$ cat src/rtl/core/jtdm_pkg.sv
// Shared types, constants and the arctangent table of the joystick tank drive mixer.
// Used by every module in rtl/core; depends on nothing else.
package jtdm_pkg;

  // CORDIC vectoring: 24 micro-rotations on values scaled by 2^24.
  localparam int CORDIC_BITS  = 24;
  localparam int CORDIC_STEPS = 24;
  localparam int CW           = 35;  // x and y width, signed
  localparam int ZW           = 34;  // angle accumulator width, signed
  localparam int SQRT_BITS    = 8;   // root of at most 20000 fits in 8 bits
  localparam int QUOT_BITS    = 7;   // mixing quotient is clamped to 101

  // Register map, by word index.
  typedef enum logic [1:0] {
    REG_MIX_MODE   = 2'd0,
    REG_MIN_ANGLE  = 2'd1,
    REG_MIN_EFFORT = 2'd2
  } reg_idx_t;

  // Per-axis efforts and flipper result of one sample.
  typedef struct packed {
    logic [7:0] s;        // speed effort, signed
    logic [7:0] d;        // direction effort, signed
    logic       dir_pos;  // centered direction offset above zero
    logic [7:0] fe;       // flipper effort, signed
  } axis_t;

  // State carried through the vectoring and square-root steps.
  typedef struct packed {
    logic [CW-1:0] x;
    logic [CW-1:0] y;
    logic [ZW-1:0] z;
    logic [14:0]   n;     // s*s + d*d
    logic [7:0]    root;
    axis_t         ax;
  } vec_t;

  // Division request handed from the mixer to the divider.
  typedef struct packed {
    logic [13:0] num;
    logic [6:0]  den;
    logic        neg;
    logic        q_used;
    logic        q_left;
    logic [8:0]  l_fix;   // signed
    logic [8:0]  r_fix;   // signed
    logic [7:0]  fe;      // signed
  } divreq_t;

  // Divider stage state.
  typedef struct packed {
    logic [13:0]          rem;
    logic [QUOT_BITS-1:0] quo;
    divreq_t              req;
  } divst_t;

  // One finished result.
  typedef struct packed {
    logic [7:0]  le;
    logic [7:0]  re;
    logic [7:0]  fe;
    logic [15:0] lp;
    logic [15:0] rp;
    logic [15:0] fp;
  } res_t;

  // round(57.3 * atan(2^-i) * 2^24)
  function automatic logic [29:0] atan_entry(input logic [4:0] idx);
    logic [29:0] v;
    case (idx)
      5'd0:  v = 30'd755030332;
      5'd1:  v = 30'd445720432;
      5'd2:  v = 30'd235506435;
      5'd3:  v = 30'd119546744;
      5'd4:  v = 30'd60005354;
      5'd5:  v = 30'd30031929;
      5'd6:  v = 30'd15019629;
      5'd7:  v = 30'd7510273;
      5'd8:  v = 30'd3755194;
      5'd9:  v = 30'd1877604;
      5'd10: v = 30'd938803;
      5'd11: v = 30'd469402;
      5'd12: v = 30'd234701;
      5'd13: v = 30'd117350;
      5'd14: v = 30'd58675;
      5'd15: v = 30'd29338;
      5'd16: v = 30'd14669;
      5'd17: v = 30'd7334;
      5'd18: v = 30'd3667;
      5'd19: v = 30'd1834;
      5'd20: v = 30'd917;
      5'd21: v = 30'd458;
      5'd22: v = 30'd229;
      5'd23: v = 30'd115;
      default: v = 30'd0;
    endcase
    return v;
  endfunction

endpackage

$ cat src/rtl/core/jtdm_vec_step.sv
// One pipelined CORDIC vectoring micro-rotation, plus one bit of the integer
// square root in the first steps. Depends on jtdm_pkg.
module jtdm_vec_step import jtdm_pkg::*; #(
  parameter int STEP = 0
) (
  input  logic clk,
  input  logic rst,
  input  logic en,
  input  logic in_vld,
  input  vec_t in,
  output logic out_vld,
  output vec_t out
);

  localparam logic signed [ZW-1:0] ANG = signed'(ZW'(atan_entry(5'(STEP))));

  logic signed [CW-1:0] xs, ys, xsh, ysh;
  logic signed [ZW-1:0] zs;
  vec_t                 nxt;

  // Greedy root bit: keep it when its square still fits.
  function automatic logic [7:0] sq_bit(input logic [7:0] root, input logic [14:0] n);
    logic [7:0]  trial;
    logic [15:0] sq;
    trial = root | (8'd1 << (SQRT_BITS - 1 - STEP));
    sq    = 16'(trial) * 16'(trial);
    return (sq <= 16'(n)) ? trial : root;
  endfunction

  assign xs  = signed'(in.x);
  assign ys  = signed'(in.y);
  assign zs  = signed'(in.z);
  assign xsh = xs >>> STEP;
  assign ysh = ys >>> STEP;

  // Rotate toward the x axis and accumulate the angle.
  always_comb begin
    nxt = in;
    if (ys > 0) begin
      nxt.x = xs + ysh;
      nxt.y = ys - xsh;
      nxt.z = zs + ANG;
    end else begin
      nxt.x = xs - ysh;
      nxt.y = ys + xsh;
      nxt.z = zs - ANG;
    end
    if (STEP < SQRT_BITS) begin
      nxt.root = sq_bit(in.root, in.n);
    end
  end

  always_ff @(posedge clk) begin
    if (rst) begin
      out_vld <= 1'b0;
    end else if (en) begin
      out_vld <= in_vld;
    end
    if (en) begin
      out <= nxt;
    end
  end

endmodule

$ cat config.mk
export PLATFORM = sky130hd
export DESIGN_NAME = jtdm_vec_step
export DESIGN_NICKNAME = d
export VERILOG_FILES = /design/src/rtl/core/jtdm_pkg.sv /design/src/rtl/core/jtdm_vec_step.sv
export SDC_FILE = /design/constraint.sdc
export NUM_CORES = 1
export LEC_CHECK = 0
export ABC_AREA = 1
export BUFFER_PORTS_ARGS = -buffer_cell sky130_fd_sc_hd__buf_2
export CAP_MARGIN = 20
export CELL_PAD_IN_SITES_DETAIL_PLACEMENT = 1
export CELL_PAD_IN_SITES_GLOBAL_PLACEMENT = 1
export CORE_MARGIN = 5
export CORE_UTILIZATION = 37
export DETAILED_ROUTE_END_ITERATION = 16
export PLACE_DENSITY = 0.76
export RECOVER_POWER = 50
export SLEW_MARGIN = 20
export SYNTH_ARGS = -nofsm -noshare
export SYNTH_HDL_FRONTEND = slang
export SYNTH_SLANG_ARGS = --single-unit
$ cat constraint.sdc
create_clock -name clk -period 5.4 [get_ports clk]
set_clock_uncertainty 0.05 [all_clocks]
set_input_delay 0.81 -clock clk [delete_from_list [all_inputs] [get_ports clk]]
set_output_delay 0.81 -clock clk [all_outputs]
set_load 0.01 [all_outputs]
## After elaboration in Yosys (flattened, before gate mapping)

Cells that the tools add are included.

| word-level totals | value |
|---|---|
| bits in registers | 153 |
| bits of input ports | 156 |
| logic and storage cells | 20 |

| operators by class | value |
|---|---|
| $add $sub $neg | 5 |
| multipliers | 1 |
| order comparisons | 2 |
| multiplexer cells | 1 |

Operator list:

| operator | number |
|---|---|
| 2-to-1 mux 104 bit | 1 |
| subtractor 35 bit | 2 |
| adder 35 bit | 1 |
| greater-than comparator 35 x 1 -> 1 bit, second input constant | 1 |
| adder 34 x 31 -> 34 bit, second input constant | 1 |
| subtractor 34 x 31 -> 34 bit, second input constant | 1 |
| <= comparator 16 x 15 -> 1 bit | 1 |
| multiplier 8 x 8 -> 16 bit | 1 |

## Longest topological paths before layout

Gate-level depths: netlist (run 1).

| logic depth | value |
|---|---|
| depth after elaboration | 2 |
| depth in mapped cells | 27 |
| mapped depth without buffers | 26 |

## Least setup slack after synthesis (run 1)

OpenSTA, ideal clock, no wires.

| timing path | value |
|---|---|
| path type | in2reg |
| start | input port in[30] (netlist name) |
| end | register out[32] (netlist name) (data pin) |
| setup time | 0.252 ns |
| data arrival time | 5.010 ns |
| data required time | 5.098 ns |
| slack | 0.088 ns |
| cell stages on the path | 21 |
| path buffers | 1 |
| cell sequence | clkbuf_1 -> nand2_1 -> fa_1 -> inv_1 -> fa_1 -> fa_1 -> inv_1 -> fa_1 -> inv_1 -> ha_1 -> a21oi_1 -> o21ai_0 -> a21oi_1 -> o21ai_0 -> xor2_1 -> ha_1 -> nand3_1 -> o211ai_1 -> inv_1 -> nand2_1 -> nand2_1 |

| on the way | value |
|---|---|
| word-level cells in the longest chain between the ends | 2 |

RTL lines:

| what | RTL line | source |
|---|---|---|
| start, declared | jtdm_vec_step.sv:10 | `input vec_t in,` |
| multiplier 8 x 8 -> 16 bit | jtdm_vec_step.sv:26 | `sq = 16'(trial) * 16'(trial);` |
| <= comparator 16 x 15 -> 1 bit | jtdm_vec_step.sv:27 | `return (sq <= 16'(n)) ? trial : root;` |
| end signal, assigned | jtdm_vec_step.sv:60 | `out <= nxt;` |
| end, declared | jtdm_vec_step.sv:12 | `output vec_t out` |

Every way passes these cells.
A chain may end at the register's enable or synchronous reset.

## Worst setup path in the final report (run 1)

| timing path | value |
|---|---|
| start | input port in[27] (netlist name) |
| end | register out[32] (netlist name) (data pin) |

Same word-level chain as after synthesis.

==> results of run 1 <==
cell usage after synthesis, types with 6 or more instances:
cell type and instances:
nand2_1 650, inv_1 399, nand3_1 192, ha_1 180, nor2_1 178, a21oi_1 161
edfxtp_1 151, o21ai_0 96, xor2_1 61, fa_1 30, o21bai_1 30, nand4_1 27
buf_4 23, nor3_1 21, o21ai_1 18, nor2_2 15, xnor2_1 15, buf_2 9
buf_6 9, inv_2 9, clkbuf_1 6
worst max path at each step:
stage               startpoint       to  slack (ns)
floorplan               in[30]  out[32]        0.09
global placement        in[27]  out[32]       -0.11
detailed placement      in[27]  out[32]       -0.15
CTS                     in[27]  out[32]        0.37
global route            in[27]  out[32]        0.07
finish                  in[27]  out[32]        0.36
metrics by stage:
stage | cell area (um^2) | setup TNS, ns
after floorplan | 16480 | 0
after global placement | 18520 | -0.1133
after detailed placement | 18520 | -0.1488
after CTS | 19060 | 0
after global routing | 18890 | 0
final | 18890 | 0
layer usage:
metal | part of all wire, % | GRT usage (%)
met3 | 4.0 | 4.161
met4 | 2.6 | 7.703
met2 | 49 | 46.28
met1 | 44 | 32.32
met5 | 0 | 0
power breakdown:
part	internal (mW)	switching [mW]	total (mW)	leakage, nW
Sequential	1.49	0.0478	1.54	1.48
Clock	0.594	0.577	1.17	0.265
Combinational	0.835	1.56	2.40	7.82
Total	2.92	2.19	5.11	9.57
cells by family (layout without fill, tap and decap cells):
kind of cell,Yosys count,after routing,synth area share [%]
muxes,1,1,0.06073
DFF,152,152,27.63
AOI/OAI and AO/OA,329,329,10.86
and+or+nand+nor,1113,1113,28.40
xor gates and xnor gates,76,76,4.038
buffers and inverters,459,766,11.70
adders and majority gates,210,210,17.31
flip-flops by register name (all words and copies together) (netlist names):
| signal | count |
|---|---|
| out | 151 |
| out_vld | 1 |
layout make-up:
cell class                 count  area [um^2]
fill                        5796        25240
tap                          592        740.7
multi-input combinational   1729        10010
sequential                   152         4554
timing repair buffer         326         1510
clock buffer                  17        425.4
clock inverter                15        115.1
inverter                     408         1531
==> flow_summary.ini, run 1 <==
[status]
status = finished with violations
violations = max-capacitance violations, max-slew violations

[detailed_routing]
vias_per_cell = 5.151
wirelength_um = 65280
drt-initial-drc-count = 811
dr.pass1.iters = 5
vias = 16680
wl_per_cell_um = 20.15
drtAntennaViolNets = 0
drcViolationCount = 0

[timing]
finalCritPeriodShare_pct = 93.30
fmax_ghz = 0.1985
min_period_ns = 5.038
hold_slack_ns = 0.4415
rsz0062_at_grt = false
hold_viol = 0
drv_slew = 70
slew_headroom_pct = -181.9
setup_ws_ns = 0.3617
tightest_slew_ns = 4.229
finalSetupViolations = 0

[critical_path]
worstSetupEndpointType = register
crit_chain = buf_2 -> inv_1 -> fa_1 -> inv_1 -> fa_1 -> fa_1 -> inv_1 -> fa_1 -> inv_1 -> ha_1 -> a21oi_1 -> o21ai_0 -> a21oi_1 -> o21ai_0 -> xor2_1 -> ha_1 -> nand3_1 -> o211ai_1 -> inv_1 -> nand2_1 -> nand2_1
rr_worst_depth = 2
critical_path_arrival_ns = 5.24
cp_max_fo = 7
path_buf_inv = 6
crit_required_ns = 5.60
regToRegSetupSlack_ns = 4.58
cp.depth = 21
reg2reg_to = out_vld
path_delay_family = adder cells
timing.rr.start = out_vld
startpoint_type = input pin
slowest_stage = fa_1
worstSetupPathType = in2reg
path_common_cell = inv_1
crit_path_max_incr_delay_ns = 0.55

[placement]
preCtsSetupSlack_ns = -0.1488
placed_cells = 3207
io_buffers = 308
dp_hpwl_um = 55670
gp_congestion = 0.9405

[final_layout]
final_common_cell = nand2_1
utilization_pct = 42.80
finalNonFillerCells = 3239
syn2layout_area_growth_pct = 14.57
n_antenna_cell = 0
mostFrequentLayoutCells = 649 x nand2_1, 399 x inv_1, 192 x nand3_1
drive_gt1_share_pct = 10.69
final_nets = 3000

[clock_tree]
numClockSinks = 152
numCtsBuffers = 17
cts_root_buf = clkbuf_16
htree_levels = 4
post_cts_buffers = 0
cts.repair.resized = 0
cts_buffer_depth = 2
clk_latency_ns = 0.48
postCtsHoldBufs = 0
cts_tree = built
clk_pin_slew_ns = 0.07

[floorplanning]
die_h_um = 221.1
initial_core_util_pct = 37.36
io_pins = 309
die_w_um = 221.1
die_area_mm2 = 0.04887
core_area_mm2 = 0.04412
rows = 77

[logic_synthesis]
mappedNetlistArea_mm2 = 0.01648
async_reset_ff_share_pct = 0
mappedNetlistNets = 2706
yosysUniqueCellTypes = 47
synth_top_area_cell = edfxtp_1
synth_edf_count = 151
synth_top_area_share_pct = 27.51
ys_ff_latch = 152
avgSynthCellArea_um2 = 7.044
netlist_instances = 2340
ys_seq_area_share_pct = 27.63
yosys_most_used_dff = edfxtp_1
yosys_warnings = 0
yosys-top-cells-area = edfxtp_1 28%, nand2_1 15%, ha_1 14%, inv_1 9.1%, nand3_1 5.8%

[hold_path]
hold_end = out[7]
min_path_type = in2reg
min-delay-start = in[7]
hold_depth = 1

[pwr]
p_total_mw = 5.110
p_leak_nw = 9.570
peakVddDrop_mv = 0.2388
power.density_mw_per_mm2 = 270.6

[grt]
overflow = 0
grt_start_max_net_pins = 74
grt_pass1_vias = 17610
grt_pass1_wl_um = 99790
grt.total_usage_pct = 25.93
antenna_found_initial = 0

[run]
max_cap_violations = 1
No activity file was read; power rests on OpenSTA's default activity.
==> run 2: changes to the inputs <==
Settings changed: RECOVER_POWER 50 to not set.
==> flow_summary.ini, run 2 (synthesis results as in run 1) <==
[detailed_routing]
vias_per_cell = 5.149
drtAntennaViolNets = 0
vias = 16680
wirelength_um = 65060
drcViolationCount = 0
dr.pass1.iters = 7
wl_per_cell_um = 20.09
drt-initial-drc-count = 817

[timing]
slew_headroom_pct = 40.65
setup_tns_ns = 0
tightest_slew_ns = 0.8902
drv_slew = 0
hold_viol = 0
finalCritPeriodShare_pct = 93.26
setup_ws_ns = 0.3639
rsz0062_at_grt = false
fmax_ghz = 0.1986
min_period_ns = 5.036
finalSetupViolations = 0

[final_layout]
mostFrequentLayoutCells = 649 x nand2_1, 399 x inv_1, 307 x buf_2
final_nets = 3000
largest_reg_flops = 151
top_regs = out (151), out_vld (1)
syn2layout_area_growth_pct = 15.62
drive_gt1_share_pct = 15.41
final_common_cell = nand2_1
regMostFlops = out
fill_cells = 5765
n_antenna_cell = 0

[clock_tree]
htree_levels = 4
clk_latency_ns = 0.48
cts_buffer_depth = 2
numClockSinks = 152
post_cts_buffers = 0
cts_root_buf = clkbuf_16
postCtsHoldBufs = 0
cts.repair.resized = 0
clk_pin_slew_ns = 0.07
cts_tree = built
numCtsBuffers = 17

[status]
status = completed

[critical_path]
crit_required_ns = 5.60
cp_max_fo = 7
worstSetupEndpointType = register
critical_path_arrival_ns = 5.23
worstSetupPathType = in2reg
startpoint_type = input pin

[floorplanning]
rows = 77
die_h_um = 221.1
initial_core_util_pct = 37.36
core_area_mm2 = 0.04412
die_w_um = 221.1
io_pins = 309
die_area_mm2 = 0.04887

[run]
max_cap_violations = 0

[grt]
antenna_found_initial = 0
grt_pass1_vias = 17610
overflow = 0
grt.total_usage_pct = 25.93
grt_pass1_wl_um = 99790
grt_start_max_net_pins = 74

[placement]
gp_congestion = 0.9405
io_buffers = 308
preCtsSetupSlack_ns = -0.1488
dp_hpwl_um = 55670

[pwr]
power.density_mw_per_mm2 = 268.9
peakVddDrop_mv = 0.2380
p_leak_nw = 9.920
p_total_mw = 5.125

[hold_path]
min_path_type = in2reg
-- run 2: metal layers --
metal	GRT usage [%]	vias up	wire, um
li1	-	8097	-
met5	0	-	0
met3	4.161	70	2613
met2	46.28	373	32310
met1	32.32	8136	28430
met4	7.703	0	1699
-- run 2: per-stage QoR --
stage	util [%]	area [um^2]	std cells	hold WS [ns]
2_1_floorplan	-	16480	2340	0.4779
3_3_place_gp	41.97	18520	3207	0.4373
3_5_place_dp	41.97	18520	3207	0.4884
4_1_cts	43.19	19060	3239	0.4113
5_1_grt	43.19	19060	3239	0.4171
6_report	43.19	19060	3239	0.4421
-- run 2: cell type report --
cell class | instances | area (um^2) | share of cell area (%)
Multi-Input combinational cell | 1729 | 10010 | 52.51
Sequential cell | 152 | 4554 | 23.90
Timing Repair Buffer | 326 | 1683 | 8.830
Inverter | 408 | 1531 | 8.036
Tap cell | 592 | 740.7 | 3.887
Clock buffer | 17 | 425.4 | 2.232
Clock inverter | 15 | 115.1 | 0.6040
-- run 2: path summary, 6_finish.rpt --
path | startpoint | end | slack (ns) | depth (start not counted)
max | in[27] | out[32] | 0.36 | 21
min | in[7] | out[7] | 0.44 | 1
max reg2reg | out_vld | out_vld | 4.68 | 2
min reg2reg | out_vld | out_vld | 0.54 | 2
-- run 2: critical path, cell delays in order --
cell and delay (ns):
buf_2 0.16, inv_1 0.10, fa_1 0.54, inv_1 0.07, fa_1 0.51, fa_1 0.55
inv_1 0.06, fa_1 0.53, inv_1 0.04, ha_1 0.33, a21oi_1 0.16, o21ai_0 0.09
a21oi_1 0.22, o21ai_0 0.14, xor2_1 0.16, ha_1 0.30, nand3_1 0.10, o211ai_1 0.20
inv_1 0.06, nand2_1 0.06, nand2_1 0.04
-- run 2: where the power goes --
group          internal [mW]  leakage, nW  total (mW)  switching [mW]
registers               1.49         1.48        1.54          0.0447
logic                  0.864         8.17        2.42            1.56
clock network          0.594        0.265        1.17           0.573
