==> config.mk <==
export PLATFORM = sky130hd
export DESIGN_NAME = jtdm_axis
export DESIGN_NICKNAME = d
export VERILOG_FILES = /design/src/rtl/core/jtdm_pkg.sv /design/src/rtl/core/jtdm_axis.sv
export SDC_FILE = /design/constraint.sdc
export NUM_CORES = 1
export LEC_CHECK = 0
export BUFFER_PORTS_ARGS = -buffer_cell sky130_fd_sc_hd__clkbuf_2
export CAP_MARGIN = 20
export CORE_MARGIN = 3
export CORE_UTILIZATION = 30
export DETAILED_ROUTE_END_ITERATION = 8
export PLACE_DENSITY = 0.53
export SYNTH_ARGS = -nofsm -noshare
export SYNTH_HDL_FRONTEND = slang
export SYNTH_SLANG_ARGS = --single-unit
==> constraint.sdc <==
create_clock -name clk -period 23.4 [get_ports clk]
set_clock_uncertainty 0.05 [all_clocks]
set_input_delay 2.34 -clock clk [delete_from_list [all_inputs] [get_ports clk]]
set_output_delay 2.34 -clock clk [all_outputs]
set_load 0.02 [all_outputs]
==> src/rtl/core/jtdm_pkg.sv <==
// Shared types, constants and the arctangent table of the joystick tank drive mixer.
// Used by every module in rtl/core; depends on nothing else.
package jtdm_pkg;

  // CORDIC vectoring: 24 micro-rotations on values scaled by 2^24.
  localparam int CORDIC_BITS  = 24;
  localparam int CORDIC_STEPS = 24;
  localparam int CW           = 35;  // x and y width, signed
  localparam int ZW           = 34;  // angle accumulator width, signed
  localparam int SQRT_BITS    = 8;   // root of at most 20000 fits in 8 bits
  localparam int QUOT_BITS    = 7;   // mixing quotient is clamped to 101

  // Register map, by word index.
  typedef enum logic [1:0] {
    REG_MIX_MODE   = 2'd0,
    REG_MIN_ANGLE  = 2'd1,
    REG_MIN_EFFORT = 2'd2
  } reg_idx_t;

  // Per-axis efforts and flipper result of one sample.
  typedef struct packed {
    logic [7:0] s;        // speed effort, signed
    logic [7:0] d;        // direction effort, signed
    logic       dir_pos;  // centered direction offset above zero
    logic [7:0] fe;       // flipper effort, signed
  } axis_t;

  // State carried through the vectoring and square-root steps.
  typedef struct packed {
    logic [CW-1:0] x;
    logic [CW-1:0] y;
    logic [ZW-1:0] z;
    logic [14:0]   n;     // s*s + d*d
    logic [7:0]    root;
    axis_t         ax;
  } vec_t;

  // Division request handed from the mixer to the divider.
  typedef struct packed {
    logic [13:0] num;
    logic [6:0]  den;
    logic        neg;
    logic        q_used;
    logic        q_left;
    logic [8:0]  l_fix;   // signed
    logic [8:0]  r_fix;   // signed
    logic [7:0]  fe;      // signed
  } divreq_t;

  // Divider stage state.
  typedef struct packed {
    logic [13:0]          rem;
    logic [QUOT_BITS-1:0] quo;
    divreq_t              req;
  } divst_t;

  // One finished result.
  typedef struct packed {
    logic [7:0]  le;
    logic [7:0]  re;
    logic [7:0]  fe;
    logic [15:0] lp;
    logic [15:0] rp;
    logic [15:0] fp;
  } res_t;

  // round(57.3 * atan(2^-i) * 2^24)
  function automatic logic [29:0] atan_entry(input logic [4:0] idx);
    logic [29:0] v;
    case (idx)
      5'd0:  v = 30'd755030332;
      5'd1:  v = 30'd445720432;
      5'd2:  v = 30'd235506435;
      5'd3:  v = 30'd119546744;
      5'd4:  v = 30'd60005354;
      5'd5:  v = 30'd30031929;
      5'd6:  v = 30'd15019629;
      5'd7:  v = 30'd7510273;
      5'd8:  v = 30'd3755194;
      5'd9:  v = 30'd1877604;
      5'd10: v = 30'd938803;
      5'd11: v = 30'd469402;
      5'd12: v = 30'd234701;
      5'd13: v = 30'd117350;
      5'd14: v = 30'd58675;
      5'd15: v = 30'd29338;
      5'd16: v = 30'd14669;
      5'd17: v = 30'd7334;
      5'd18: v = 30'd3667;
      5'd19: v = 30'd1834;
      5'd20: v = 30'd917;
      5'd21: v = 30'd458;
      5'd22: v = 30'd229;
      5'd23: v = 30'd115;
      default: v = 30'd0;
    endcase
    return v;
  endfunction

endpackage

==> src/rtl/core/jtdm_axis.sv <==
// Front end of the mixer: centers both stick axes, scales, clamps and squares them,
// and prepares the vectoring state. Five register stages. Depends on jtdm_pkg.
module jtdm_axis import jtdm_pkg::*; (
  input  logic       clk,
  input  logic       rst,
  input  logic       en,
  input  logic       in_vld,
  input  logic [7:0] direction,
  input  logic [7:0] speed,
  input  logic [7:0] flipper_switch,
  input  logic [7:0] flipper_sense,
  output logic       out_vld,
  output vec_t       out
);

  // Stage 1 signals.
  logic [6:0]  md, ms;
  logic [25:0] pd, ps;
  logic [7:0]  vd_raw, vs_raw;
  logic [7:0]  fe_c;
  logic        v1;
  logic [6:0]  v1_d, v1_s;
  logic        n1_d, n1_s, dp1;
  logic [7:0]  fe1;
  // Stage 2 signals.
  logic        v2;
  logic [17:0] n2_d, n2_s;
  logic        n2_dn, n2_sn, dp2;
  logic [7:0]  fe2;
  // Stage 3 signals.
  logic [36:0] qd_p, qs_p;
  logic        v3;
  logic [6:0]  q3_d, q3_s;
  logic [17:0] n3_d, n3_s;
  logic        n3_dn, n3_sn, dp3;
  logic [7:0]  fe3;
  // Stage 4 signals.
  logic [17:0] rd, rs;
  logic [6:0]  ed, es;
  logic        v4;
  logic [6:0]  e4_d, e4_s;
  logic        n4_dn, n4_sn, dp4;
  logic [7:0]  fe4;
  // Stage 5 signals.
  vec_t        init;

  // Center the axes: magnitude of the offset from 127.5 and its sign.
  assign md = direction[7] ? direction[6:0] : ~direction[6:0];
  assign ms = speed[7] ? speed[6:0] : ~speed[6:0];
  // Scale by 1.4: floor(mag * 7 / 5) through a reciprocal of 5.
  assign pd = (26'(md) * 26'd7) * 26'd52429;
  assign ps = (26'(ms) * 26'd7) * 26'd52429;
  assign vd_raw = pd[25:18];
  assign vs_raw = ps[25:18];

  // Flipper effort only when the switch byte is exactly one.
  always_comb begin
    fe_c = 8'sd0;
    if (flipper_switch == 8'd1) begin
      if (flipper_sense == 8'd1) begin
        fe_c = -8'sd100;
      end else if (flipper_sense == 8'd0) begin
        fe_c = 8'sd100;
      end
    end
  end

  // Stage 1: clamped scaled magnitudes.
  always_ff @(posedge clk) begin
    if (rst) begin
      v1 <= 1'b0;
    end else if (en) begin
      v1 <= in_vld;
    end
    if (en) begin
      v1_d <= (vd_raw > 8'd127) ? 7'd127 : vd_raw[6:0];
      v1_s <= (vs_raw > 8'd127) ? 7'd127 : vs_raw[6:0];
      n1_d <= direction[7];
      n1_s <= ~speed[7];
      dp1  <= ~direction[7] && (md != 7'd0);
      fe1  <= fe_c;
    end
  end

  // Stage 2: sixteen times the square.
  always_ff @(posedge clk) begin
    if (rst) begin
      v2 <= 1'b0;
    end else if (en) begin
      v2 <= v1;
    end
    if (en) begin
      n2_d  <= {14'(v1_d) * 14'(v1_d), 4'b0000};
      n2_s  <= {14'(v1_s) * 14'(v1_s), 4'b0000};
      n2_dn <= n1_d;
      n2_sn <= n1_s;
      dp2   <= dp1;
      fe2   <= fe1;
    end
  end

  // Stage 3: quotient estimate by the reciprocal of 2601, low by at most one.
  assign qd_p = 37'(n2_d) * 37'd412818;
  assign qs_p = 37'(n2_s) * 37'd412818;

  always_ff @(posedge clk) begin
    if (rst) begin
      v3 <= 1'b0;
    end else if (en) begin
      v3 <= v2;
    end
    if (en) begin
      q3_d  <= qd_p[36:30];
      q3_s  <= qs_p[36:30];
      n3_d  <= n2_d;
      n3_s  <= n2_s;
      n3_dn <= n2_dn;
      n3_sn <= n2_sn;
      dp3   <= dp2;
      fe3   <= fe2;
    end
  end

  // Stage 4: correct the estimate with one compare.
  assign rd = n3_d - 18'(q3_d) * 18'd2601;
  assign rs = n3_s - 18'(q3_s) * 18'd2601;
  assign ed = (rd >= 18'd2601) ? q3_d + 7'd1 : q3_d;
  assign es = (rs >= 18'd2601) ? q3_s + 7'd1 : q3_s;

  always_ff @(posedge clk) begin
    if (rst) begin
      v4 <= 1'b0;
    end else if (en) begin
      v4 <= v3;
    end
    if (en) begin
      e4_d  <= ed;
      e4_s  <= es;
      n4_dn <= n3_dn;
      n4_sn <= n3_sn;
      dp4   <= dp3;
      fe4   <= fe3;
    end
  end

  // Stage 5: signed efforts, vectoring start values and the sum of squares.
  always_comb begin
    init.x          = CW'(e4_d) << CORDIC_BITS;
    init.y          = CW'(e4_s) << CORDIC_BITS;
    init.z          = '0;
    init.n          = 15'(e4_d) * 15'(e4_d) + 15'(e4_s) * 15'(e4_s);
    init.root       = '0;
    init.ax.d       = n4_dn ? -{1'b0, e4_d} : {1'b0, e4_d};
    init.ax.s       = n4_sn ? -{1'b0, e4_s} : {1'b0, e4_s};
    init.ax.dir_pos = dp4;
    init.ax.fe      = fe4;
  end

  always_ff @(posedge clk) begin
    if (rst) begin
      out_vld <= 1'b0;
    end else if (en) begin
      out_vld <= v4;
    end
    if (en) begin
      out <= init;
    end
  end

endmodule

# Yosys cells after proc, flatten, opt, wreduce, memory -nomap -nowiden
# Cells that the tools add are included.
[word_totals] reg_bits=201 output_inout_bits=153 word_cells=83
[op_classes] n_addsub=7 mul=12 n_lt_le_gt_ge=4 n_eq_ne=2 n_mux=8 bitwise=5 n_reduce_logical=4
[ops] cell="$mul 14x18->32 const B" count=2
[ops] cell="$mul 7x7->14" count=4
[ops] cell="$mul 10x16->26 const B" count=2
[ops] cell="$mux 7" count=7
[ops] cell="$ge 18x12->1 const B" count=2
[ops] cell="$mul 7x12->18 const B" count=2
[ops] cell="$sub 18x18->18" count=2
[ops] cell="$mul 7x3->10 const B" count=2
[ops] cell="$eq 8x1->1 const B" count=2
[ops] cell="$gt 8x7->1 const B" count=2
[ops] cell="$neg 7->8" count=2
[ops] cell="$add 14x14->15" count=1
[ops] cell="$add 7x1->7 const B" count=2
[ops] cell="$not 7->7" count=2
[ops] cell="$logic_not 8->1" count=1
[ops] cell="$mux 8" count=1
[ops] cell="$reduce_bool 7->1" count=1
[ops] cell="$not 1->1" count=3
[ops] cell="$reduce_or 2->1" count=1
[ops] cell="$logic_and 1x1->1" count=1

# Longest topological paths before layout
[depth] word_depth=5 mapped_depth=32 mapped_depth_nobuf=32

# Worst setup path before layout
# No wires, ideal clock.
[synth_timing] path_kind="input to register" startpoint="input port direction[7]" endpoint="register v1_d[3] (data pin)" setup_time_ns=0.132 t_arrival_ns=9.344 required_time_ns=23.218 setup_slack_ns=13.875 cell_stages=31 n_path_buf=0 cell_sequence="xnor2_1 inv_1 ha_1 inv_1 o21bai_1 ha_1 a21o_1 a21oi_1 o21bai_1 a21oi_1 nor2b_1 o21ai_0 nand2b_1 ha_1 inv_1 fa_1 inv_1 fa_1 fa_1 inv_1 fa_1 inv_1 ha_1 nand2_1 or3_1 inv_1 a211o_1 a31oi_1 or2_2 a211oi_2 nand2b_1"
[synth_via] elab_chain_len=4
[synth_rtl] item="from (decl)" line_no="jtdm_axis.sv:8" rtl="input logic [7:0] direction,"
[synth_rtl] item="$mux 7 *" line_no="jtdm_axis.sv:48" rtl="assign md = direction[7] ? direction[6:0] : ~direction[6:0];"
[synth_rtl] item="$mul 7x3->10 *" line_no="jtdm_axis.sv:51" rtl="assign pd = (26'(md) * 26'd7) * 26'd52429;"
[synth_rtl] item="$mul 10x16->26 *" line_no="jtdm_axis.sv:51"
[synth_rtl] item="$gt 8x7->1" line_no="jtdm_axis.sv:76" rtl="v1_d <= (vd_raw > 8'd127) ? 7'd127 : vd_raw[6:0];"
[synth_rtl] item="to (signal assigned)" line_no="jtdm_axis.sv:76"
[synth_rtl] item="to (decl)" line_no="jtdm_axis.sv:22" rtl="logic [6:0] v1_d, v1_s;"
# Mark *: on every way between the ends. The rest lies on a longest branch, timed or not.
# A chain may end at the register's enable or synchronous reset.

# Final worst setup path
[layout_timing] startpoint="input port speed[7]" endpoint="register v1_s[4] (data pin)"
[layout_via] elab_chain_len=4
[layout_rtl] item="from (decl)" line_no="jtdm_axis.sv:9" rtl="input logic [7:0] speed,"
[layout_rtl] item="$mux 7 *" line_no="jtdm_axis.sv:49" rtl="assign ms = speed[7] ? speed[6:0] : ~speed[6:0];"
[layout_rtl] item="$mul 7x3->10 *" line_no="jtdm_axis.sv:52" rtl="assign ps = (26'(ms) * 26'd7) * 26'd52429;"
[layout_rtl] item="$mul 10x16->26 *" line_no="jtdm_axis.sv:52"
[layout_rtl] item="$gt 8x7->1" line_no="jtdm_axis.sv:77" rtl="v1_s <= (vs_raw > 8'd127) ? 7'd127 : vs_raw[6:0];"
[layout_rtl] item="to (signal assigned)" line_no="jtdm_axis.sv:77"
[layout_rtl] item="to (decl)" line_no="jtdm_axis.sv:22"
# Marks and branches as above.

==> impl_metrics.csv <==
group,metric,value,unit
worst_setup_path,r2r_slack,16970,ps
cts,cts.sinks,170,
finish,seq_area,5050,um^2
floorplan,rows,106,
floorplan,dieWidth,298,um
grt,antenna_found_initial,1,
timing,fin_hold_ws,370,ps
worst_setup_path,rr_startpoint,"e4_d[3]",
place,hpwl,40.0,mm
worst_setup_path,cp_max_fo,12,
cts,cts_resized,0,
finish,multi_input_area,17900,um^2
logic_synthesis,synth-edff-count,165,
detailed_routing,drtAntennaViolNets,0,
grt,grt_usage,0.110,
logic_synthesis,synthTopCellsByCount,"567 x inv_1, 557 x ha_1, 268 x fa_1",
logic_synthesis,syn_area_per_cell,10.3,um^2
logic_synthesis,syn_area,25600,um^2
detailed_routing,wl_per_cell,12.6,um
logic_synthesis,yosysSeqAreaShare,0.198,
detailed_routing,drt_iter0_drc,490,
timing,period_minus_slack,9380,ps
place,gp_congestion,0.812,
floorplan,fp.coreArea,84100,um^2
cts,h-tree-depth,4,
logic_synthesis,ys_warn_count,0,
finish,fill_cells,8699,
timing,period_share,0.401,
place,portBuffers,88,
hold_path,min_from,"fe2[4]",
floorplan,dieArea,88800,um^2
cts,postCtsHoldBufs,0,
cts,cts_tree,"done",
logic_synthesis,synth.distinct_cells,72,
worst_setup_path,cp-start-kind,"primary input",
detailed_routing,drt-vias-per-instance,4.25,
cts,post_cts_buffers,0,
run,drv_cap,0,
grt,grt_first_pass_wirelength,80.3,mm
finish,fin_nets,3440,
cts,clkTransAtPathRegs,80,ps
timing,maxSlewViolCount,0,
logic_synthesis,synthCells,2490,
detailed_routing,vias,15800,
run_status,run_status,"finished clean",
grt,grt_overflow,0,
logic_synthesis,async_flop_share,0,
finish,layout-drive-gt1-share,0.0583,
worst_setup_path,rr_worst_depth,22,
worst_setup_path,r2r-end,"out[47]",
cts,clk-insertion-delay-late,490,ps
timing,setup_tns,0,ps
floorplan,initial_core_util,0.304,
logic_synthesis,synth_area_leader_cell,"ha_1",
timing,timing.slew.headroom,0.356,
floorplan,fp.dieH,298,um
timing,setup_violations,0,
logic_synthesis,synth_seq_cells,170,
timing,max_freq,0.107,GHz
cts,cts_inserted_buffers,17,
worst_setup_path,required,23560,ps
timing,rsz0062_at_grt,"no",
hold_path,holdPathStages,0,
grt,grt_max_degree,99,
grt,grt_pass1_vias,16200,
worst_setup_path,arrival,9550,ps
timing,tightest_slew,966,ps
floorplan,boundaryPins,189,
hold_path,hp-class,"flip-flop to flip-flop",
logic_synthesis,yosys-top-cells-area,"ha_1 27%, fa_1 21%, edfxtp_1 19%",
detailed_routing,drt_pass1_iterations,4,
finish,areaGrowthSynthToFinish,7.82,%
worst_setup_path,critPathKind,"primary input to flip-flop",
cts,root_buffer,"clkbuf_16",
detailed_routing,wl,46.8,mm
finish,n_antenna_cell,0,
logic_synthesis,ys.flop_type,"edfxtp_1",
logic_synthesis,yosysMostFrequentCell,"inv_1",
timing,hold_viol,0,
cts,clock_path_buffers,2,
worst_setup_path,endpoint_kind,"flip-flop",
detailed_routing,drc,0,
hold_path,hold_end,"fe3[4]",
logic_synthesis,yosysTopAreaCellShare,0.272,
-- worst max path at each step --
stage          cells past startpoint       to    startpoint  slack (ps)
2_1_floorplan                     31  v1_d[3]  direction[7]       13870
3_3_place_gp                      30  v1_s[2]      speed[7]       13550
3_5_place_dp                      28  v1_s[1]      speed[7]       13470
4_1_cts                           28  v1_s[1]      speed[7]       14000
5_1_grt                           34  v1_d[0]  direction[7]       13240
6_report                          28  v1_s[4]      speed[7]       14020
-- layer usage --
layer  vias up  routed length [um]  part of all wire  GRT usage
met2       153               22200              0.47      0.184
li1       8154                   -                 -          -
met3        28                1230             0.026     0.0177
met5         -                   0                 0          0
met1      7497               23000              0.49      0.151
met4         0                 473             0.010     0.0229
-- per-stage QoR --
step | utilization | cell area [um^2] | setup slack (ps) | std cells
after floorplan | - | 26000 | 13870 | 2595
final | 0.328 | 27600 | 14020 | 3726
after global routing | 0.328 | 27600 | 13240 | 3726
after detailed placement | 0.321 | 27000 | 13470 | 3694
after CTS | 0.328 | 27600 | 14000 | 3726
after global placement | 0.321 | 27000 | 13550 | 3694
-- registers in the layout, indices dropped and copies added, names as in the netlist, 13 cells and up --
| signal | count |
|---|---|
| n3_s | 13 |
| n3_d | 13 |
| n2_s | 13 |
| n2_d | 13 |
| out | 47 |
-- critical path, cell delays in order --
cell      delay (ps)
clkbuf_2         210
xnor2_1          180
buf_4            190
ha_1             420
xnor2_1          190
ha_1             220
fa_1             410
a21o_1           200
a21oi_1          230
o21bai_1          90
a21oi_1          180
xnor2_1          160
ha_1             370
inv_1             70
fa_1             560
fa_1             460
fa_1             490
fa_1             520
inv_1             40
ha_1             300
a21o_1           180
a21oi_1          220
inv_1             70
a211o_1          280
nand4_1          130
a21oi_1          140
o41ai_2          500
o21ai_0          180
-- placed cells by master (no fill, tap or decap), types with 18 or more instances in the layout --
master,synthesis,layout
a21oi_1,65,65
nand4_1,18,18
xnor2_1,107,107
edfxtp_1,165,165
inv_1,567,567
and2_1,54,54
clkbuf_2,0,87
conb_1,1,106
nor3_1,31,31
nor2_1,71,71
xor2_1,42,42
o21ai_0,57,57
ha_1,557,557
nand2_1,84,84
fa_1,268,268
a21o_1,44,44
-- layout make-up --
| class | count | area share |
|---|---|---|
| sequential | 170 | 0.183 |
| tap | 1134 | 0.0514 |
| clock buffer | 18 | 0.0159 |
| multi-input combinational | 1731 | 0.650 |
| inverter | 568 | 0.0773 |
| timing repair buffer | 91 | 0.0171 |
| clock inverter | 14 | 0.00531 |
-- cell families (layout without fill, tap and decap cells) --
| kind of cell | after synthesis | in the layout | synth area share |
|---|---|---|---|
| other | 1 | 106 | 0.000147 |
| muxes | 12 | 12 | 0.00484 |
| xor gates and xnor gates | 149 | 149 | 0.0510 |
| adders and majority gates | 825 | 825 | 0.482 |
| DFF | 170 | 170 | 0.198 |
| and+or+nand+nor | 353 | 353 | 0.0711 |
| AOI/OAI and AO/OA | 286 | 286 | 0.0761 |
| buffers and inverters | 694 | 691 | 0.117 |
Power is left out: the tool's default activity adds up to more than one toggle a clock period on the data nets, which glitch-free logic cannot reach.
