===== config.mk =====
export PLATFORM = sky130hd
export DESIGN_NAME = jtdm_div
export DESIGN_NICKNAME = d
export VERILOG_FILES = /design/src/rtl/core/jtdm_pkg.sv /design/src/rtl/core/jtdm_div.sv
export SDC_FILE = /design/constraint.sdc
export NUM_CORES = 1
export LEC_CHECK = 0
export BUFFER_PORTS_ARGS = -buffer_cell sky130_fd_sc_hd__clkbuf_2
export CAP_MARGIN = 20
export CORE_UTILIZATION = 30
export CTS_BUF_LIST = sky130_fd_sc_hd__clkbuf_16
export DETAILED_ROUTE_END_ITERATION = 16
export HOLD_SLACK_MARGIN = 0.06
export PLACE_DENSITY = 0.52
export SKIP_CTS_REPAIR_TIMING = 1
export SYNTH_ARGS = -nofsm -noshare
export SYNTH_HDL_FRONTEND = slang
export SYNTH_SLANG_ARGS = --single-unit

===== constraint.sdc =====
create_clock -name clk -period 5.4 [get_ports clk]
set_clock_uncertainty 0.15 [all_clocks]
set_input_delay 1.62 -clock clk [delete_from_list [all_inputs] [get_ports clk]]
set_output_delay 1.62 -clock clk [all_outputs]
set_load 0.05 [all_outputs]

===== src/rtl/core/jtdm_pkg.sv =====
// Shared types, constants and the arctangent table of the joystick tank drive mixer.
// Used by every module in rtl/core; depends on nothing else.
package jtdm_pkg;

  // CORDIC vectoring: 24 micro-rotations on values scaled by 2^24.
  localparam int CORDIC_BITS  = 24;
  localparam int CORDIC_STEPS = 24;
  localparam int CW           = 35;  // x and y width, signed
  localparam int ZW           = 34;  // angle accumulator width, signed
  localparam int SQRT_BITS    = 8;   // root of at most 20000 fits in 8 bits
  localparam int QUOT_BITS    = 7;   // mixing quotient is clamped to 101

  // Register map, by word index.
  typedef enum logic [1:0] {
    REG_MIX_MODE   = 2'd0,
    REG_MIN_ANGLE  = 2'd1,
    REG_MIN_EFFORT = 2'd2
  } reg_idx_t;

  // Per-axis efforts and flipper result of one sample.
  typedef struct packed {
    logic [7:0] s;        // speed effort, signed
    logic [7:0] d;        // direction effort, signed
    logic       dir_pos;  // centered direction offset above zero
    logic [7:0] fe;       // flipper effort, signed
  } axis_t;

  // State carried through the vectoring and square-root steps.
  typedef struct packed {
    logic [CW-1:0] x;
    logic [CW-1:0] y;
    logic [ZW-1:0] z;
    logic [14:0]   n;     // s*s + d*d
    logic [7:0]    root;
    axis_t         ax;
  } vec_t;

  // Division request handed from the mixer to the divider.
  typedef struct packed {
    logic [13:0] num;
    logic [6:0]  den;
    logic        neg;
    logic        q_used;
    logic        q_left;
    logic [8:0]  l_fix;   // signed
    logic [8:0]  r_fix;   // signed
    logic [7:0]  fe;      // signed
  } divreq_t;

  // Divider stage state.
  typedef struct packed {
    logic [13:0]          rem;
    logic [QUOT_BITS-1:0] quo;
    divreq_t              req;
  } divst_t;

  // One finished result.
  typedef struct packed {
    logic [7:0]  le;
    logic [7:0]  re;
    logic [7:0]  fe;
    logic [15:0] lp;
    logic [15:0] rp;
    logic [15:0] fp;
  } res_t;

  // round(57.3 * atan(2^-i) * 2^24)
  function automatic logic [29:0] atan_entry(input logic [4:0] idx);
    logic [29:0] v;
    case (idx)
      5'd0:  v = 30'd755030332;
      5'd1:  v = 30'd445720432;
      5'd2:  v = 30'd235506435;
      5'd3:  v = 30'd119546744;
      5'd4:  v = 30'd60005354;
      5'd5:  v = 30'd30031929;
      5'd6:  v = 30'd15019629;
      5'd7:  v = 30'd7510273;
      5'd8:  v = 30'd3755194;
      5'd9:  v = 30'd1877604;
      5'd10: v = 30'd938803;
      5'd11: v = 30'd469402;
      5'd12: v = 30'd234701;
      5'd13: v = 30'd117350;
      5'd14: v = 30'd58675;
      5'd15: v = 30'd29338;
      5'd16: v = 30'd14669;
      5'd17: v = 30'd7334;
      5'd18: v = 30'd3667;
      5'd19: v = 30'd1834;
      5'd20: v = 30'd917;
      5'd21: v = 30'd458;
      5'd22: v = 30'd229;
      5'd23: v = 30'd115;
      default: v = 30'd0;
    endcase
    return v;
  endfunction

endpackage


===== src/rtl/core/jtdm_div.sv =====
// Pipelined restoring divider for the mixing quotient, one quotient bit per stage.
// Depends on jtdm_pkg.
module jtdm_div import jtdm_pkg::*; (
  input  logic    clk,
  input  logic    rst,
  input  logic    en,
  input  logic    in_vld,
  input  divreq_t in,
  output logic    out_vld,
  output divst_t  out
);

  logic   vld [QUOT_BITS];
  divst_t st  [QUOT_BITS];

  for (genvar k = 0; k < QUOT_BITS; k++) begin : g_stage
    localparam int B = QUOT_BITS - 1 - k;
    divst_t cur, nxt;
    logic   cur_vld;
    logic [13:0] sub;

    if (k == 0) begin : g_first
      always_comb begin
        cur.rem = in.num;
        cur.quo = '0;
        cur.req = in;
      end
      assign cur_vld = in_vld;
    end else begin : g_next
      assign cur     = st[k-1];
      assign cur_vld = vld[k-1];
    end

    // Subtract the shifted divisor when it fits.
    assign sub = 14'(cur.req.den) << B;
    always_comb begin
      nxt = cur;
      if (cur.rem >= sub) begin
        nxt.rem    = cur.rem - sub;
        nxt.quo[B] = 1'b1;
      end
    end

    always_ff @(posedge clk) begin
      if (rst) begin
        vld[k] <= 1'b0;
      end else if (en) begin
        vld[k] <= cur_vld;
      end
      if (en) begin
        st[k] <= nxt;
      end
    end
  end

  assign out_vld = vld[QUOT_BITS-1];
  assign out     = st[QUOT_BITS-1];

endmodule


### Yosys cells after proc, flatten, opt, wreduce, memory -nomap -nowiden

Memories as Yosys holds them, arrays and structs flattened.
Cells that the tools add are included.

* register bits: 0
* bits in writable memories: 504
* bits of input ports: 54
* word-level logic and storage cells: 49
* memories kept: 2

* add/subtract/negate cells: 7
* magnitude comparators: 7
* muxes and demuxes: 26
* bitwise gates (word level): 7

Memories
* st: depth 7, width 71, rd ports 7, clocked after Yosys merged registers in 0, write ports 7, line jtdm_div.sv:14 `divst_t st [QUOT_BITS];`
* vld: depth 7, width 1, rd ports 7, clocked after Yosys merged registers in 0, write ports 7, line jtdm_div.sv:13 `logic vld [QUOT_BITS];`

Operator list (number)
* $mux W14: 6
* $mux W1: 19
* $mux W15: 1
* $ge A14 B10 Y1: 1
* $ge A14 B11 Y1: 1
* $ge A14 B12 Y1: 1
* $ge A14 B13 Y1: 1
* $ge A14 B7 Y1: 1
* $ge A14 B8 Y1: 1
* $ge A14 B9 Y1: 1
* $sub A14 B10 Y14: 1
* $sub A14 B11 Y14: 1
* $sub A14 B12 Y14: 1
* $sub A14 B13 Y14: 1
* $sub A14 B7 Y14: 1
* $sub A14 B8 Y14: 1
* $sub A14 B9 Y14: 1
* $or A1 B1 Y1: 7

### Depth between registers and ports, before layout

Gate-level depths: netlist of the first run.

* depth in word-level cells: 4
* mapped depth: 11
* gate-level depth less buffers: 10

### Worst setup path after synthesis of the first run

Ideal clock, no wire load.

* kind: input-to-reg
* start point: input port in[42] (netlist bit)
* end point: memory st[0][65] (netlist bit) (data pin)
* arrival: 3.322 ns
* path slack: 1.658 ns
* stages: 10
* buffers on the path: 1
* path through: inv_1 ha_1 inv_1 fa_1 a211oi_1 nor2_1 o31ai_1 and2_1 clkbuf_1 o21ai_0

RTL lines
* from (decl): line jtdm_div.sv:8 `input divreq_t in,`
* to (decl): line jtdm_div.sv:14

==> reports/results.tsv, run 1 <==
stage	metric	value	unit
critical_path	Max FO, Critical Path	12	
floorplan	Core Region	56800	sq um
min_path	HP Class	register to register	
critical_path	R2R Path Start	st[5][57]	
power	peak supply drop	0.210	mV
power	Comb pwr share	13.8	%
critical_path	crit path launch	in[42]	
floorplan	Die W	243	um
critical_path	worst r2r dst	st[6][70]	
synthesis	post-synthesis mux area share	1.08	%
synthesis	number of enable flip-flop cells after synthesis	462	
synthesis	largest family of logic cells by synthesized area	compound AO/OA/AOI/OAI gates	
power	clock power share	34.9	%
synthesis	Syn Area/Cell	17.6	sq um
clocking	clk_lat worst skew	0.57	ns
sta	Tmin final	3.61	ns
layout	# nets final	1274	
sta	period utilization	66.8	%
synthesis	simple logic cell fraction of the synthesized area	5.49	%
clocking	Root Driver	clkbuf_16	
grt	antenna violations before repair	4	
floorplan	Die ar.	59000	sq um
critical_path	Worst Path Buf+Inv	3	
grt	grt total ovfl	0	
sta	Max Fclk	0.277	GHz
sta	Final Hold Vio Count	0	
place	Port Buf Inserts	125	
route	Vias	8439	
critical_path	slowest CP cell	fa_1	
grt	number of global-route vias before repair	8305	
critical_path	crit path DAT	3.78	ns
critical_path	Worst EP required	5.57	ns
sta	RSZ-0062 raised after global routing	no	
layout	antenna fix cells	0	
critical_path	FF-to-FF setup slack	2.17	ns
synthesis	XOR/XNOR Fraction of Synth Area	1.81	%
synthesis	Synth cell types	54	
power	PD cells	435	nW/um^2
synthesis	Compound-Gate Fraction of Synth Area	5.77	%
critical_path	crit start category	primary input	
synthesis	Syn Inst Count	986	
sta	Max Slew Vio Count	0	
route	Residual DRC	0	
critical_path	crit path cell chain	clkbuf_2 -> inv_1 -> ha_1 -> inv_1 -> fa_1 -> a211oi_1 -> nor2_1 -> o31ai_1 -> and2_1 -> mux2_2	
power	Sw Ratio	25.2	%
sta	# setup viols final	0	
power	P_leak	7.43	nW
critical_path	crit-path most repeated cell	inv_1	
synthesis	Ys Warns	0	
sta	Worst Setup Slack, final	1.79	ns
sta	Final TNS setup	0	ns
route	WL/cell	14.0	um
power	switching power total	0.00226	W
critical_path	critical path endpoint category	register	
floorplan	Initial Utilization	30.6	%
floorplan	die height	243	um
route	Pre-antenna DRT Iters	5	
critical_path	Crit path max-delay family	adder cells	
clocking	clock-pin slew on the worst setup and hold paths	0.06	ns
synthesis	number of synthesized register bits	462	
clocking	CTS tree	built	
grt	largest net degree at the start of global routing	110	
synthesis	Synth Area in Adders	4.33	%
critical_path	number of cells on the critical path	10	
critical_path	crit-path max cell delay	0.42	ns
synthesis	Post-Synthesis Cell Area	17400	sq um
route	Detailed Route WL	27400	um
clocking	total CTS buffers	49	
clocking	Max clock buf depth	3	
route	Initial DRC Count	411	
status	outcome	finished clean	
route	via density per instance	4.31	
power	Reg power frac	51.3	%
grt	first-pass GRT wire length	43700	um
route	Routed Antenna Nets	0	
synthesis	Async SR Flop Fraction	0	%
synthesis	Top FF cell, synth	edfxtp_1	
critical_path	worst setup path end	st[0][64]	
grt	Global Route Usage Sum	9.34	%
clocking	H-tree depth	2	
synthesis	register area share after synthesis	79.7	%
power	P_int	0.00669	W
job	max-cap check violation count	0	
clocking	clock sinks	462	
sta	pin slew with the least headroom to its limit	1.01	ns
layout	layout cells sized above 1	19.4	%
critical_path	critical path class	primary input to register	
place	dpl ws	1.24	ns
place	gpl congestion	0.812	
layout	Area Growth Syn to Fin	18.2	%
sta	Slew headroom	32.2	%
synthesis	Synth Net Count	1096	
critical_path	R2R depth	9	
floorplan	Site Rows	87	
place	DPL Wire Length	18300	um
floorplan	# IOs	126	
[worst min path at each step]
stage	start	to	slack, ns	cells after the start
after floorplan	st[0][0]	st[1][0]	0.25	0
after global placement	st[1][46]	st[2][46]	0.25	0
after detailed placement	st[0][25]	st[1][25]	0.25	0
after CTS	st[2][44]	st[3][44]	0.26	0
after global routing	st[3][39]	st[4][39]	0.27	0
final	st[5][47]	st[6][47]	0.26	0
[cells in the final DEF, fill, tap and decap left out, drive strengths merged, types with 13 or more instances in the layout]
cell type	Yosys	final
edfxtp	462	462
clkbuf	6	175
inv	71	80
o21ai	58	58
ha	49	49
nand2	45	45
nor2	39	39
a21oi	26	26
clkinv	0	24
xor2	19	19
xnor2	17	17
nand2b	15	15
a211oi	14	14
mux2	14	14
o31ai	14	14
o21a	13	13
[sequential cells by signal, summed over array words and instances (netlist names)]
signal and flops:
st 455, vld 7
[cell families after synthesis]
group / Yosys count
compound gates: 158
xor+xnor: 36
fa+ha+maj: 56
buf+inv: 79
flops: 462
mux: 17
simple gates: 178
[metrics by stage]
step | hold slack, ns | utilization [%] | instance area [sq um] | total power, W | cells
6_report | 0.264 | 36.2 | 20600 | 0.00894 | 1960
5_1_grt | 0.268 | 36.2 | 20600 | 0.00939 | 1960
4_1_cts | 0.264 | 36.2 | 20600 | 0.00910 | 1960
3_5_place_dp | 0.255 | 33.5 | 19100 | 0.00590 | 1869
3_3_place_gp | 0.250 | 33.5 | 19100 | 0.00587 | 1869
2_1_floorplan | 0.250 | - | 17400 | 0.00552 | 986
[metal layers]
layer | vias up | GRT usage, % | wire length [um]
met5 | - | 0 | 55
met4 | 8 | 4.09 | 874
met3 | 83 | 3.11 | 1780
met2 | 191 | 14.2 | 12200
met1 | 4007 | 12.1 | 12600
li1 | 4150 | - | -
[final cells by class]
type | instances | area (sq um)
sequential | 462 | 13900
multi-input combinational | 445 | 3220
fill | 5388 | 36200
inverter | 71 | 267
tap | 756 | 946
timing repair buffer | 135 | 748
clock buffer | 51 | 1280
clock inverter | 40 | 249
[Yosys cell counts, drive strengths merged (4+ instances only)]
cell    count  area, sq um
nand2b     15         93.8
nand2      45          169
nand3       4         20.0
nor2       39          154
a21oi      26          130
and4        4         35.0
fa          7          140
mux2       14          158
nor4        8         50.1
o31ai      14          105
xnor2      17          149
edfxtp    462        13900
inv        71          267
nor3       12         60.1
or2         6         37.5
xor2       19          166
nor2b      10         62.6
o21a       13         97.6
a21o        7         52.6
ha         49          613
clkbuf      6         22.5
o21ai      58          290
and2        8         50.1
a211oi     14          105
[power groups by stage]
stage	Sequential (W)	Combinational, W	Clock (W)
finish	0.00459	0.00123	0.00312
detailed placement	0.00466	0.00124	0
global route	0.00462	0.00137	0.00340
CTS	0.00459	0.00124	0.00327
global placement	0.00465	0.00122	0
floorplan	0.00479	0.000736	0
No activity file was read; power rests on OpenSTA's default activity.
==> run 2, diff against run 1 <==
--- a/config.mk
+++ b/config.mk
@@ -5,13 +5,14 @@
 export SDC_FILE = /design/constraint.sdc
 export NUM_CORES = 1
 export LEC_CHECK = 0
+export ABC_AREA = 1
 export BUFFER_PORTS_ARGS = -buffer_cell sky130_fd_sc_hd__clkbuf_2
 export CAP_MARGIN = 20
 export CORE_UTILIZATION = 30
 export CTS_BUF_LIST = sky130_fd_sc_hd__clkbuf_16
 export DETAILED_ROUTE_END_ITERATION = 16
 export HOLD_SLACK_MARGIN = 0.06
-export PLACE_DENSITY = 0.52
+export PLACE_DENSITY = 0.54
 export SKIP_CTS_REPAIR_TIMING = 1
 export SYNTH_ARGS = -nofsm -noshare
 export SYNTH_HDL_FRONTEND = slang
==> constraint.sdc (replaced) <==
create_clock -name clk -period 3.25 [get_ports clk]
set_clock_uncertainty 0.15 [all_clocks]
set_input_delay 0.975 -clock clk [delete_from_list [all_inputs] [get_ports clk]]
set_output_delay 0.975 -clock clk [all_outputs]
set_load 0.05 [all_outputs]
==> run 2 against run 1 <==
  * Wire length increased by 15%
  * Die area increased by 6.5%
  * Non-clock buffer count increased by 7
  * Synthesized area increased by 6.5%
  * Register-to-register slack got worse by 1.5 ns
  * Combinational power increased by 140%
  * Setup slack got worse by 1.1 ns
  * Total power increased by 83%
  * Clock-buffer cell count increased by 2
  * First-iteration DRC count increased by 19%
  * Sequential power increased by 66%
  * Critical endpoint is now st[4][65]
  * Largest cell class unchanged
==> reports/results.tsv, run 2 <==
stage	metric	value	unit
layout	max reg flops	455	
power	P_leak	8.77	nW
place	Area after DPL	20300	sq um
clocking	clk_lat worst skew	0.58	ns
grt	antenna violations before repair	0	
route	Detailed Route WL	31500	um
clocking	Root Driver	clkbuf_16	
synthesis	Post-Synthesis Cell Area	18500	sq um
route	Initial DRC Count	489	
synthesis	Top FF cell, synth	edfxtp_1	
place	DPL Wire Length	22000	um
critical_path	Worst EP required	3.44	ns
sta	# setup viols final	0	
synthesis	top-area cell type share of the netlist area	74.8	%
route	Routed Antenna Nets	0	
route	via density per instance	4.26	
place	dpl ws	0.405	ns
clocking	total CTS buffers	51	
synthesis	number of enable flip-flop cells after synthesis	462	
floorplan	Die W	251	um
grt	largest net degree at the start of global routing	72	
grt	number of global-route vias before repair	10200	
sta	Final Hold Vio Count	0	
place	gpl congestion	0.824	
clocking	CTS tree	built	
sta	Slew headroom	54.3	%
power	PD cells	744	nW/um^2
grt	Global Route Usage Sum	10.2	%
place	Port Buf Inserts	125	
layout	Top reg by flops	st	
floorplan	Initial Utilization	30.5	%
power	peak supply drop	0.288	mV
clocking	H-tree depth	2	
sta	RSZ-0062 raised after global routing	no	
sta	pin slew with the least headroom to its limit	0.685	ns
route	Residual DRC	0	
critical_path	critical path class	register to register	
synthesis	Synth area leader	edfxtp_1	
clocking	Max clock buf depth	3	
sta	Tmin final	2.54	ns
layout	final cell area excluding filler cells	22000	sq um
synthesis	Ys Warns	0	
sta	Worst Setup Slack, final	0.711	ns
status	outcome	finished clean	
synthesis	top cells by area, synth	edfxtp_1 75%, nand2_1 6.9%, inv_1 3.5%	
critical_path	critical path endpoint category	register	
layout	layout cells sized above 1	17.7	%
layout	biggest regs	st (455), vld (7)	
floorplan	die height	251	um
min_path	HP Class	register to register	
layout	commonest non-fill, non-tap cell in the layout	edfxtp_1	
synthesis	Async SR Flop Fraction	0	%
critical_path	crit start category	register	
grt	first-pass GRT wire length	51100	um
sta	Final TNS setup	0	ns
route	Vias	10100	
synthesis	Synth cell types	36	
route	WL/cell	13.2	um
synthesis	Syn Area/Cell	13.5	sq um
route	Pre-antenna DRT Iters	4	
synthesis	Syn Inst Count	1371	
critical_path	crit path DAT	2.72	ns
synthesis	register area share after synthesis	74.8	%
layout	# nets final	1668	
sta	Max Fclk	0.394	GHz
sta	period utilization	78.1	%
synthesis	Post-synth top cells	462 x edfxtp_1, 342 x nand2_1, 174 x inv_1	
clocking	clock sinks	462	
floorplan	Core Region	60700	sq um
floorplan	Site Rows	90	
synthesis	most common cell in the netlist	edfxtp_1	
layout	Area Growth Syn to Fin	18.4	%
critical_path	Max FO, Critical Path	15	
floorplan	Die ar.	62800	sq um
sta	Max Slew Vio Count	0	
job	max-cap check violation count	0	
grt	grt total ovfl	0	
layout	antenna fix cells	0	
floorplan	# IOs	126	
synthesis	Synth Net Count	1481	
synthesis	number of synthesized register bits	462	
clocking	clock-pin slew on the worst setup and hold paths	0.06	ns
layout	most frequent cells in the layout	462 x edfxtp_1, 342 x nand2_1, 181 x inv_1	
run 2: cell count changes in the layout (fill, tap and decap cells not counted), sizes merged, moves of 15 or more:
| cell | delta |
|---|---|
| inv | +113 |
| nand2 | +309 |
| nand2b | -15 |
| nand3 | +73 |
| nor2 | +52 |
| o21ai | -23 |
run 2: power by group:
group	switching [W]	total, W	internal (W)
logic	0.00194	0.00291	0.000967
registers	0.000284	0.00764	0.00736
clock network	0.00228	0.00578	0.00350
run 2: per-layer routing:
metal | GRT usage [%] | wire length, um | up-vias | part of all wire, %
met5 | 0 | 0 | - | 0
met2 | 17.6 | 15400 | 201 | 49
li1 | - | - | 5091 | -
met4 | 4.43 | 998 | 0 | 3.2
met3 | 2.24 | 1420 | 74 | 4.5
met1 | 12.1 | 13600 | 4763 | 43
run 2: worst max-delay path: stages (launching register included):
cell,delay [ns]
edfxtp_1,0.41
inv_1,0.07
ha_1,0.13
inv_1,0.07
fa_1,0.42
nand3_1,0.09
nand3_1,0.13
nand2_1,0.09
nand2_1,0.09
nor2_4,0.37
inv_2,0.13
nand2_1,0.09
nand2_1,0.05
run 2: final timing paths:
kind | to | cells after the start | from | slack (ns)
max | st[4][65] | 12 | st[3][59] | 0.71
min reg2reg | st[6][6] | 0 | st[5][6] | 0.26
max reg2reg | st[4][65] | 12 | st[3][59] | 0.71
min | st[6][6] | 0 | st[5][6] | 0.26
run 2: layout make-up:
type,instances,area (sq um)
timing repair buffer,142,813
clock inverter,37,369
sequential,462,13900
inverter,183,689
tap,782,978
multi-input combinational,718,3900
clock buffer,53,1330
fill,5754,38700
run 2: logic make-up after synthesis:
family | synth area share (%)
and+or+nand+nor | 13.0
DFF | 74.8
buffers and inverters | 4.12
AOI/OAI and AO/OA | 2.73
adders and majority gates | 4.06
xor gates and xnor gates | 1.28
run 2: through the flow:
step | instances | util (%) | hold slack, ns | power, W
after floorplan | 1371 | - | 0.250 | 0.00990
after global placement | 2287 | 33.4 | 0.250 | 0.0107
after detailed placement | 2287 | 33.4 | 0.255 | 0.0107
after CTS | 2377 | 36.2 | 0.261 | 0.0166
after global routing | 2377 | 36.2 | 0.262 | 0.0172
final | 2377 | 36.2 | 0.263 | 0.0163
